<file path="config.mk">
export PLATFORM = sky130hd
export DESIGN_NAME = date_time_setting_editor
export DESIGN_NICKNAME = d
export VERILOG_FILES = /design/src/sv/dtse_pkg.sv /design/src/sv/date_time_setting_editor.sv /design/src/sv/dtse_div.sv /design/src/sv/dtse_datapath.sv /design/src/sv/dtse_ctrl.sv
export SDC_FILE = /design/constraint.sdc
export NUM_CORES = 1
export LEC_CHECK = 0
export ABC_AREA = 1
export BUFFER_PORTS_ARGS = -buffer_cell sky130_fd_sc_hd__buf_2
export CAP_MARGIN = 20
export CORE_MARGIN = 5
export CORE_UTILIZATION = 61
export CTS_BUF_LIST = sky130_fd_sc_hd__clkbuf_8 sky130_fd_sc_hd__clkbuf_16
export DETAILED_ROUTE_END_ITERATION = 8
export PLACE_DENSITY = 0.78
export SLEW_MARGIN = 30
export SYNTH_ARGS = -nofsm -noshare
export SYNTH_HDL_FRONTEND = slang
export SYNTH_HIERARCHICAL = 1
export SYNTH_SLANG_ARGS = --single-unit
</file>
<file path="constraint.sdc">
create_clock -name clk -period 11.6 [get_ports clk]
set_input_delay 0.58 -clock clk [delete_from_list [all_inputs] [get_ports clk]]
set_output_delay 0.58 -clock clk [all_outputs]
set_load 0.1 [all_outputs]
</file>
<file path="src/sv/dtse_pkg.sv">
`timescale 1ns / 1ps

package dtse_pkg;

  localparam logic [2:0] FIELD_HOUR   = 3'd0;
  localparam logic [2:0] FIELD_MINUTE = 3'd1;
  localparam logic [2:0] FIELD_DAY    = 3'd2;
  localparam logic [2:0] FIELD_MONTH  = 3'd3;
  localparam logic [2:0] FIELD_YEAR   = 3'd4;

  localparam logic [13:0] YEAR_MIN   = 14'd2000;
  localparam logic [13:0] YEAR_MAX   = 14'd9999;
  localparam logic [13:0] YEAR_RESET = 14'd2026;

  localparam logic [6:0] HOURS_PER_DAY = 7'd24;
  localparam logic [6:0] MIN_PER_HOUR  = 7'd60;
  localparam logic [6:0] MONTHS        = 7'd12;
  localparam logic [6:0] CENTURY       = 7'd100;

  localparam logic [4:0] LAST_HOUR   = 5'd23;
  localparam logic [5:0] LAST_MINUTE = 6'd59;
  localparam logic [3:0] LAST_MONTH  = 4'd12;

  // controller -> datapath
  typedef struct packed {
    logic latch;
    logic prep;
    logic post;
    logic clamp;
    logic val;
  } cmd_t;

  // datapath -> controller
  typedef struct packed {
    logic div_needed;
    logic div_done;
    logic clamp_needed;
  } sts_t;

  function automatic logic [4:0] month_len(input logic [3:0] m, input logic leap);
    logic [4:0] len;
    unique case (m)
      4'd2:                         len = leap ? 5'd29 : 5'd28;
      4'd4, 4'd6, 4'd9, 4'd11:      len = 5'd30;
      default:                      len = 5'd31;
    endcase
    return len;
  endfunction

endpackage

</file>
<file path="src/sv/date_time_setting_editor.sv">
`timescale 1ns / 1ps

// Sequence: an accepted item goes through prep and validate before out_valid rises; a load,
// or an hour/minute/day/month/year change with counts, first runs the reciprocal-multiply
// remainder unit (field wrap, year / 100), and a load, month or year change then clamps the day.
// Throughput: one item at a time; the next is taken the cycle after its result is taken.
// Reset (rst, synchronous): 00:00, day 1, month 1, year 2026, hour field, finished clear.
module date_time_setting_editor (
  input  logic        clk,
  input  logic        rst,
  input  logic        in_valid,
  output logic        in_ready,
  input  logic        action,
  input  logic [4:0]  load_hour,
  input  logic [5:0]  load_minute,
  input  logic [4:0]  load_day,
  input  logic [3:0]  load_month,
  input  logic [13:0] load_year,
  input  logic [7:0]  plus_count,
  input  logic [7:0]  minus_count,
  input  logic [7:0]  validate_count,
  output logic        out_valid,
  input  logic        out_ready,
  output logic [4:0]  hour,
  output logic [5:0]  minute,
  output logic [4:0]  day,
  output logic [3:0]  month,
  output logic [13:0] year,
  output logic [2:0]  editing_field,
  output logic        finished,
  output logic        commit
);

  dtse_pkg::cmd_t cmd;
  dtse_pkg::sts_t sts;

  dtse_ctrl u_ctrl (
    .clk       (clk),
    .rst       (rst),
    .in_valid  (in_valid),
    .in_ready  (in_ready),
    .out_valid (out_valid),
    .out_ready (out_ready),
    .cmd       (cmd),
    .sts       (sts)
  );

  dtse_datapath u_dp (
    .clk            (clk),
    .rst            (rst),
    .cmd            (cmd),
    .sts            (sts),
    .action         (action),
    .load_hour      (load_hour),
    .load_minute    (load_minute),
    .load_day       (load_day),
    .load_month     (load_month),
    .load_year      (load_year),
    .plus_count     (plus_count),
    .minus_count    (minus_count),
    .validate_count (validate_count),
    .hour           (hour),
    .minute         (minute),
    .day            (day),
    .month          (month),
    .year           (year),
    .editing_field  (editing_field),
    .finished       (finished),
    .commit         (commit)
  );

endmodule

</file>
<file path="src/sv/dtse_div.sv">
`timescale 1ns / 1ps

// Remainder and quotient by reciprocal multiplication, registered through v1, v2, v3 to done.
// Divisor is one of the wrap lengths (12, 24, 60, 28..31) or 100. The quotient
// estimate is never high and at most one low; one compare and subtract fixes it.
// Requires dividend < 128 * divisor.
module dtse_div (
  input  logic        clk,
  input  logic        rst,
  input  logic        start,
  input  logic [13:0] dividend,
  input  logic [6:0]  divisor,
  output logic [13:0] rem,
  output logic [6:0]  quot,
  output logic        done
);

  logic [13:0] x_q;
  logic [6:0]  d_q;
  logic [12:0] recip;
  logic [12:0] recip_q;
  logic [26:0] prod;
  logic [6:0]  qe_q;
  logic [13:0] qd;
  logic [13:0] r_q;
  logic        fits;
  logic [6:0]  q_inc;
  logic        v1;
  logic        v2;
  logic        v3;

  // floor(2^16 / divisor)
  always_comb begin
    unique case (divisor)
      dtse_pkg::MONTHS:        recip = 13'd5461;
      dtse_pkg::HOURS_PER_DAY: recip = 13'd2730;
      7'd28:                   recip = 13'd2340;
      7'd29:                   recip = 13'd2259;
      7'd30:                   recip = 13'd2184;
      7'd31:                   recip = 13'd2114;
      dtse_pkg::MIN_PER_HOUR:  recip = 13'd1092;
      dtse_pkg::CENTURY:       recip = 13'd655;
      default:                 recip = 13'd0;
    endcase
  end

  assign prod  = x_q * recip_q;
  assign qd    = qe_q * d_q;
  assign fits  = (r_q >= {7'd0, d_q});
  assign q_inc = qe_q + 7'd1;

  always_ff @(posedge clk) begin
    if (rst) begin
      v1   <= 1'b0;
      v2   <= 1'b0;
      v3   <= 1'b0;
      done <= 1'b0;
    end else begin
      v1   <= start;
      v2   <= v1;
      v3   <= v2;
      done <= v3;
    end
  end

  always_ff @(posedge clk) begin
    if (start) begin
      x_q     <= dividend;
      d_q     <= divisor;
      recip_q <= recip;
    end
    // quotient fits 7 bits, so the upper product bits are zero
    if (v1) begin
      qe_q <= prod[22:16];
    end
    if (v2) begin
      r_q <= x_q - qd;
    end
    if (v3) begin
      if (fits) begin
        rem  <= r_q - {7'd0, d_q};
        quot <= q_inc;
      end else begin
        rem  <= r_q;
        quot <= qe_q;
      end
    end
  end

  a_no_restart: assert property (@(posedge clk) disable iff (rst)
    (v1 || v2 || v3) |-> !start)
    else $error("divider restarted while busy");
  a_done_after_busy: assert property (@(posedge clk) disable iff (rst) done |-> $past(v3))
    else $error("divider done without work");
  a_known_divisor: assert property (@(posedge clk) disable iff (rst)
    start |-> (recip != 13'd0))
    else $error("divider started with an unsupported divisor");

endmodule

</file>
<file path="src/sv/dtse_datapath.sv">
`timescale 1ns / 1ps

module dtse_datapath (
  input  logic              clk,
  input  logic              rst,
  input  dtse_pkg::cmd_t    cmd,
  output dtse_pkg::sts_t    sts,
  input  logic              action,
  input  logic [4:0]        load_hour,
  input  logic [5:0]        load_minute,
  input  logic [4:0]        load_day,
  input  logic [3:0]        load_month,
  input  logic [13:0]       load_year,
  input  logic [7:0]        plus_count,
  input  logic [7:0]        minus_count,
  input  logic [7:0]        validate_count,
  output logic [4:0]        hour,
  output logic [5:0]        minute,
  output logic [4:0]        day,
  output logic [3:0]        month,
  output logic [13:0]       year,
  output logic [2:0]        editing_field,
  output logic              finished,
  output logic              commit
);

  // latched item
  logic        act_q;
  logic [4:0]  ld_hour_q;
  logic [5:0]  ld_minute_q;
  logic [4:0]  ld_day_q;
  logic [3:0]  ld_month_q;
  logic [13:0] ld_year_q;
  logic [7:0]  plus_q;
  logic [7:0]  minus_q;
  logic [7:0]  validate_q;

  // editor state
  logic [4:0]  hour_value;
  logic [5:0]  minute_value;
  logic [4:0]  day_value;
  logic [3:0]  month_value;
  logic [13:0] year_value;
  logic [2:0]  field_select;
  logic        done_flag;
  logic        leap_flag;
  logic        tgt_leap;
  logic        commit_q;

  logic [8:0]  delta;
  logic        apply;
  logic [4:0]  cur_len;
  logic [14:0] ysum;
  logic [13:0] year_upd;
  logic [13:0] year_ld;
  logic [11:0] wrap_base;
  logic [6:0]  wrap_n;
  logic [11:0] wrap_sum;
  logic        div_start;
  logic [13:0] div_dividend;
  logic [6:0]  div_divisor;
  logic [13:0] div_rem;
  logic [6:0]  div_quot;
  logic        div_done;
  logic        leap_calc;
  logic [4:0]  day_min1;

  assign delta   = {1'b0, plus_q} - {1'b0, minus_q};
  assign apply   = act_q && ((plus_q != 8'd0) || (minus_q != 8'd0))
                   && (field_select <= dtse_pkg::FIELD_YEAR);
  assign cur_len = dtse_pkg::month_len(month_value, leap_flag);

  assign ysum = {1'b0, year_value} + {{6{delta[8]}}, delta};
  always_comb begin
    if (ysum < {1'b0, dtse_pkg::YEAR_MIN}) begin
      year_upd = dtse_pkg::YEAR_MIN;
    end else if (ysum > {1'b0, dtse_pkg::YEAR_MAX}) begin
      year_upd = dtse_pkg::YEAR_MAX;
    end else begin
      year_upd = ysum[13:0];
    end
  end

  always_comb begin
    if (ld_year_q < dtse_pkg::YEAR_MIN) begin
      year_ld = dtse_pkg::YEAR_MIN;
    end else if (ld_year_q > dtse_pkg::YEAR_MAX) begin
      year_ld = dtse_pkg::YEAR_MAX;
    end else begin
      year_ld = ld_year_q;
    end
  end

  // offset of 32*n keeps the sum positive before the remainder is taken
  always_comb begin
    unique case (field_select)
      dtse_pkg::FIELD_HOUR: begin
        wrap_base = {7'd0, hour_value};
        wrap_n    = dtse_pkg::HOURS_PER_DAY;
      end
      dtse_pkg::FIELD_MINUTE: begin
        wrap_base = {6'd0, minute_value};
        wrap_n    = dtse_pkg::MIN_PER_HOUR;
      end
      dtse_pkg::FIELD_DAY: begin
        wrap_base = {7'd0, day_value - 5'd1};
        wrap_n    = {2'd0, cur_len};
      end
      dtse_pkg::FIELD_MONTH: begin
        wrap_base = {8'd0, month_value - 4'd1};
        wrap_n    = dtse_pkg::MONTHS;
      end
      default: begin
        wrap_base = '0;
        wrap_n    = dtse_pkg::CENTURY;
      end
    endcase
  end

  assign wrap_sum = wrap_base + {wrap_n, 5'b0} + {{3{delta[8]}}, delta};

  assign div_start = cmd.prep && (!act_q || apply);
  always_comb begin
    if (!act_q) begin
      div_dividend = year_ld;
      div_divisor  = dtse_pkg::CENTURY;
    end else if (field_select == dtse_pkg::FIELD_YEAR) begin
      div_dividend = year_upd;
      div_divisor  = dtse_pkg::CENTURY;
    end else begin
      div_dividend = {2'd0, wrap_sum};
      div_divisor  = wrap_n;
    end
  end

  dtse_div u_div (
    .clk      (clk),
    .rst      (rst),
    .start    (div_start),
    .dividend (div_dividend),
    .divisor  (div_divisor),
    .rem      (div_rem),
    .quot     (div_quot),
    .done     (div_done)
  );

  // quotient is year / 100: divisible by 400 when its low two bits are zero
  assign leap_calc = (div_rem == 14'd0) ? (div_quot[1:0] == 2'd0)
                                        : (year_value[1:0] == 2'd0);
  assign day_min1  = (day_value == 5'd0) ? 5'd1 : day_value;

  assign sts.div_needed   = !act_q || apply;
  assign sts.div_done     = div_done;
  assign sts.clamp_needed = tgt_leap || (field_select == dtse_pkg::FIELD_MONTH);

  always_ff @(posedge clk) begin
    if (cmd.latch) begin
      act_q       <= action;
      ld_hour_q   <= load_hour;
      ld_minute_q <= load_minute;
      ld_day_q    <= load_day;
      ld_month_q  <= load_month;
      ld_year_q   <= load_year;
      plus_q      <= plus_count;
      minus_q     <= minus_count;
      validate_q  <= validate_count;
    end
  end

  always_ff @(posedge clk) begin
    if (rst) begin
      hour_value   <= '0;
      minute_value <= '0;
      day_value    <= 5'd1;
      month_value  <= 4'd1;
      year_value   <= dtse_pkg::YEAR_RESET;
      field_select <= dtse_pkg::FIELD_HOUR;
      done_flag    <= 1'b0;
      leap_flag    <= 1'b0;
      tgt_leap     <= 1'b0;
      commit_q     <= 1'b0;
    end else begin
      if (cmd.prep) begin
        commit_q <= 1'b0;
        if (!act_q) begin
          hour_value   <= (ld_hour_q > dtse_pkg::LAST_HOUR) ? dtse_pkg::LAST_HOUR : ld_hour_q;
          minute_value <= (ld_minute_q > dtse_pkg::LAST_MINUTE) ? dtse_pkg::LAST_MINUTE
                                                                : ld_minute_q;
          if (ld_month_q == 4'd0) begin
            month_value <= 4'd1;
          end else if (ld_month_q > dtse_pkg::LAST_MONTH) begin
            month_value <= dtse_pkg::LAST_MONTH;
          end else begin
            month_value <= ld_month_q;
          end
          year_value   <= year_ld;
          day_value    <= ld_day_q;
          field_select <= dtse_pkg::FIELD_HOUR;
          done_flag    <= 1'b0;
          tgt_leap     <= 1'b1;
        end else begin
          tgt_leap <= (field_select == dtse_pkg::FIELD_YEAR);
          if (apply && (field_select == dtse_pkg::FIELD_YEAR)) begin
            year_value <= year_upd;
          end
        end
      end

      if (cmd.post) begin
        if (tgt_leap) begin
          leap_flag <= leap_calc;
        end else begin
          unique case (field_select)
            dtse_pkg::FIELD_HOUR:   hour_value   <= div_rem[4:0];
            dtse_pkg::FIELD_MINUTE: minute_value <= div_rem[5:0];
            dtse_pkg::FIELD_DAY:    day_value    <= div_rem[4:0] + 5'd1;
            dtse_pkg::FIELD_MONTH:  month_value  <= div_rem[3:0] + 4'd1;
            default: ;
          endcase
        end
      end

      if (cmd.clamp) begin
        day_value <= (day_min1 > cur_len) ? cur_len : day_min1;
      end

      if (cmd.val) begin
        commit_q <= 1'b0;
        if (act_q && (validate_q != 8'd0)) begin
          if (field_select < dtse_pkg::FIELD_YEAR) begin
            field_select <= field_select + 3'd1;
          end else if (field_select == dtse_pkg::FIELD_YEAR) begin
            commit_q  <= 1'b1;
            done_flag <= 1'b1;
          end else begin
            field_select <= dtse_pkg::FIELD_HOUR;
          end
        end
      end
    end
  end

  assign hour          = hour_value;
  assign minute        = minute_value;
  assign day           = day_value;
  assign month         = month_value;
  assign year          = year_value;
  assign editing_field = field_select;
  assign finished      = done_flag;
  assign commit        = commit_q;

  a_field_range: assert property (@(posedge clk) disable iff (rst)
    field_select <= dtse_pkg::FIELD_YEAR)
    else $error("field selector out of range");
  a_commit_done: assert property (@(posedge clk) disable iff (rst)
    commit_q |-> (done_flag && field_select == dtse_pkg::FIELD_YEAR))
    else $error("commit without finished on year");
  a_year_range: assert property (@(posedge clk) disable iff (rst)
    (year_value >= dtse_pkg::YEAR_MIN) && (year_value <= dtse_pkg::YEAR_MAX))
    else $error("year out of range");
  a_post_after_div: assert property (@(posedge clk) disable iff (rst)
    cmd.post |-> $past(div_done))
    else $error("field written before divider finished");

endmodule

</file>
<file path="src/sv/dtse_ctrl.sv">
`timescale 1ns / 1ps

module dtse_ctrl (
  input  logic              clk,
  input  logic              rst,
  input  logic              in_valid,
  output logic              in_ready,
  output logic              out_valid,
  input  logic              out_ready,
  output dtse_pkg::cmd_t    cmd,
  input  dtse_pkg::sts_t    sts
);

  typedef enum logic [2:0] {
    S_IDLE,
    S_PREP,
    S_DIV,
    S_POST,
    S_CLAMP,
    S_VAL,
    S_OUT
  } state_t;

  state_t state;

  always_comb begin
    cmd.latch = in_valid && in_ready;
    cmd.prep  = (state == S_PREP);
    cmd.post  = (state == S_POST);
    cmd.clamp = (state == S_CLAMP);
    cmd.val   = (state == S_VAL);
  end

  always_ff @(posedge clk) begin
    if (rst) begin
      state     <= S_IDLE;
      in_ready  <= 1'b1;
      out_valid <= 1'b0;
    end else begin
      unique case (state)
        S_IDLE: begin
          if (in_valid) begin
            in_ready <= 1'b0;
            state    <= S_PREP;
          end
        end
        S_PREP: begin
          state <= sts.div_needed ? S_DIV : S_VAL;
        end
        S_DIV: begin
          if (sts.div_done) begin
            state <= S_POST;
          end
        end
        S_POST: begin
          state <= sts.clamp_needed ? S_CLAMP : S_VAL;
        end
        S_CLAMP: begin
          state <= S_VAL;
        end
        S_VAL: begin
          out_valid <= 1'b1;
          state     <= S_OUT;
        end
        S_OUT: begin
          if (out_ready) begin
            out_valid <= 1'b0;
            in_ready  <= 1'b1;
            state     <= S_IDLE;
          end
        end
        default: begin
          state <= S_IDLE;
        end
      endcase
    end
  end

  a_one_side: assert property (@(posedge clk) disable iff (rst) !(in_ready && out_valid))
    else $error("input taken while a result is pending");
  a_ready_idle: assert property (@(posedge clk) disable iff (rst)
    in_ready |-> (state == S_IDLE))
    else $error("ready outside idle");
  a_valid_from_val: assert property (@(posedge clk) disable iff (rst)
    $rose(out_valid) |-> $past(state == S_VAL))
    else $error("result shown before update finished");

endmodule
</file>
==> results.cfg <==
[placement]
gp_congestion = 0.9297
dp_slack_ns = 6.471
dp_hpwl_um = 35100
port_buffers = 103

[timing]
rsz0062_at_grt = false
min_period_ns = 5.194
slew_viol_final = 0
tightestPinTransition_ns = 0.7889
max_freq_mhz = 192.5
setup_viol_count_final = 0
worst_slack_ns = 6.406
whs_ns = 0.3113
fin_crit_sh_pct = 44.78
fin_skew_ns = 0.01789
setup_tns_ns = 0
hold_violations = 0
slew_headroom_pct = 47.41

[die]
ios = 104
die_w_um = 182.4
dieArea_mm2 = 0.03326
core_mm2 = 0.02948
rows = 63
die_h_um = 182.4
start_util_pct = 61.48

[worst_setup_path]
endpoint_kind = flip-flop
required_ns = 11.80
timing.rr.start = u_dp/u_div/x_q[7]
startpoint_type = flip-flop
timing.critical_path.cells = nand2_1 -> fa_1 -> inv_1 -> fa_1 -> fa_1 -> fa_1 -> inv_1 -> fa_1 -> inv_1 -> ha_1 -> nand2_1 -> inv_1 -> nand2_1 -> nor3_1 -> nand4_1 -> nand3_1 -> inv_1 -> nand2_1 -> nand2_1
max_stage_delay_ns = 0.83
crit_fanout = 14
criticalPathCategory = flip-flop to flip-flop
timing.reg2reg.worst_path_depth = 19
worstPathArrival_ns = 5.39
crit_slowest_cell = edfxtp_1
crit_start = u_dp/u_div/x_q[7]

[synth]
synth_warnings = 6
synth_cells = 2308
syn_avg_cell_area_um2 = 7.853
synthesis.nets = 2687
synth_area_mm2 = 0.01812

[cts]
root_buffer = clkbuf_16
cts_htree_levels = 4
hold_buffers = 0
clock_path_buffers = 2
tritoncts = done
cts_setup_buffers = 0
cts_buffers = 17
clock-sinks = 180
cts_resized = 0
cts.clk_slew.worst_paths_ns = 0.08
clk_latency_ns = 0.44

[route]
wl_per_cell_um = 16.05
vias = 15070
viasPerCell = 5.426
drtIter0Drc = 1092
dr.pass1.iters = 6
wl_um = 44560
drc = 0
ant_nets = 0

[min_path]
hold_path_startpoint = validate_count[2]
hold_path_depth = 1
holdCritPathClass = primary input to flip-flop

[grt]
grtUsageMet1_pct = 35.92
grt.met2_usage_pct = 47.37
grt_start_max_net_pins = 60
grt-ovfl-total = 0
antenna_found_initial = 0
gr-usage-all-layers_pct = 27.64
grt_pass1_vias = 15600
grt_use_met3_pct = 4.106
busiest_layer = met2
grt_pass1_wl_um = 74790

[final_layout]
layout_commonest_cell = nand2_1
layout_common_cells = nand2_1, inv_1, fa_1
syn_to_final_growth_pct = 7.449
utilization_pct = 66.06
antenna_cells = 0
final_nets = 2753
layout-drive-gt1-share_pct = 8.630

[flow_run]
drv_cap = 0

[outcome]
status = complete, no violations
==> flip-flops by register name (all words and copies together), names as in the netlist, 7 cells and up <==
name,count
u_dp/u_div/rem,14
u_dp/plus_q,8
u_dp/validate_q,8
u_dp/u_div/r_q,14
u_dp/year,14
u_dp/u_div/d_q,7
u_dp/minus_q,8
u_dp/u_div/recip_q,13
u_dp/u_div/x_q,14
u_dp/u_div/qe_q,7
u_dp/ld_year_q,14
==> cell type report <==
cell class | instances | area, um2
Inverter | 548 | 2057
Fill cell | 2589 | 10010
Sequential cell | 180 | 4905
Tap cell | 390 | 488.0
Clock buffer | 18 | 439.2
Clock inverter | 14 | 143.9
Timing Repair Buffer | 107 | 545.5
Multi-Input combinational cell | 1520 | 10900
==> worst max-delay path, delay by kind of cell (launching register included) <==
| kind | cells | cell delay, ns |
|---|---|---|
| adder cells (fa/ha/maj) | 6 | 2.90 |
| buffers and inverters | 5 | 0.27 |
| flip-flops | 1 | 0.83 |
| AND/OR/NAND/NOR | 8 | 0.96 |
==> per-layer routing <==
layer | routed length, um | share of wire [%] | vias to the layer above
met5 | 0 | 0 | -
met1 | 18240 | 41 | 7081
li1 | - | - | 7267
met4 | 1554 | 3.5 | 0
met2 | 21660 | 49 | 607
met3 | 3105 | 7.0 | 113
==> final timing paths <==
path / endpoint / slack (ns)
max: u_dp/u_div/qe_q[6] / 6.41
min: u_dp/validate_q[2] / 0.31
max reg2reg: u_dp/u_div/qe_q[6] / 6.41
min reg2reg: u_ctrl/in_ready / 0.46
==> through the flow <==
step           cell area [um2]  instances
3_5_place_dp             18890       2745
2_1_floorplan            18120       2308
6_report                 19470       2777
5_1_grt                  19470       2777
4_1_cts                  19470       2777
3_3_place_gp             18880       2745
Power is not shown: default switching activity piles up to over one toggle a cycle in this logic, so the estimate is an artifact.
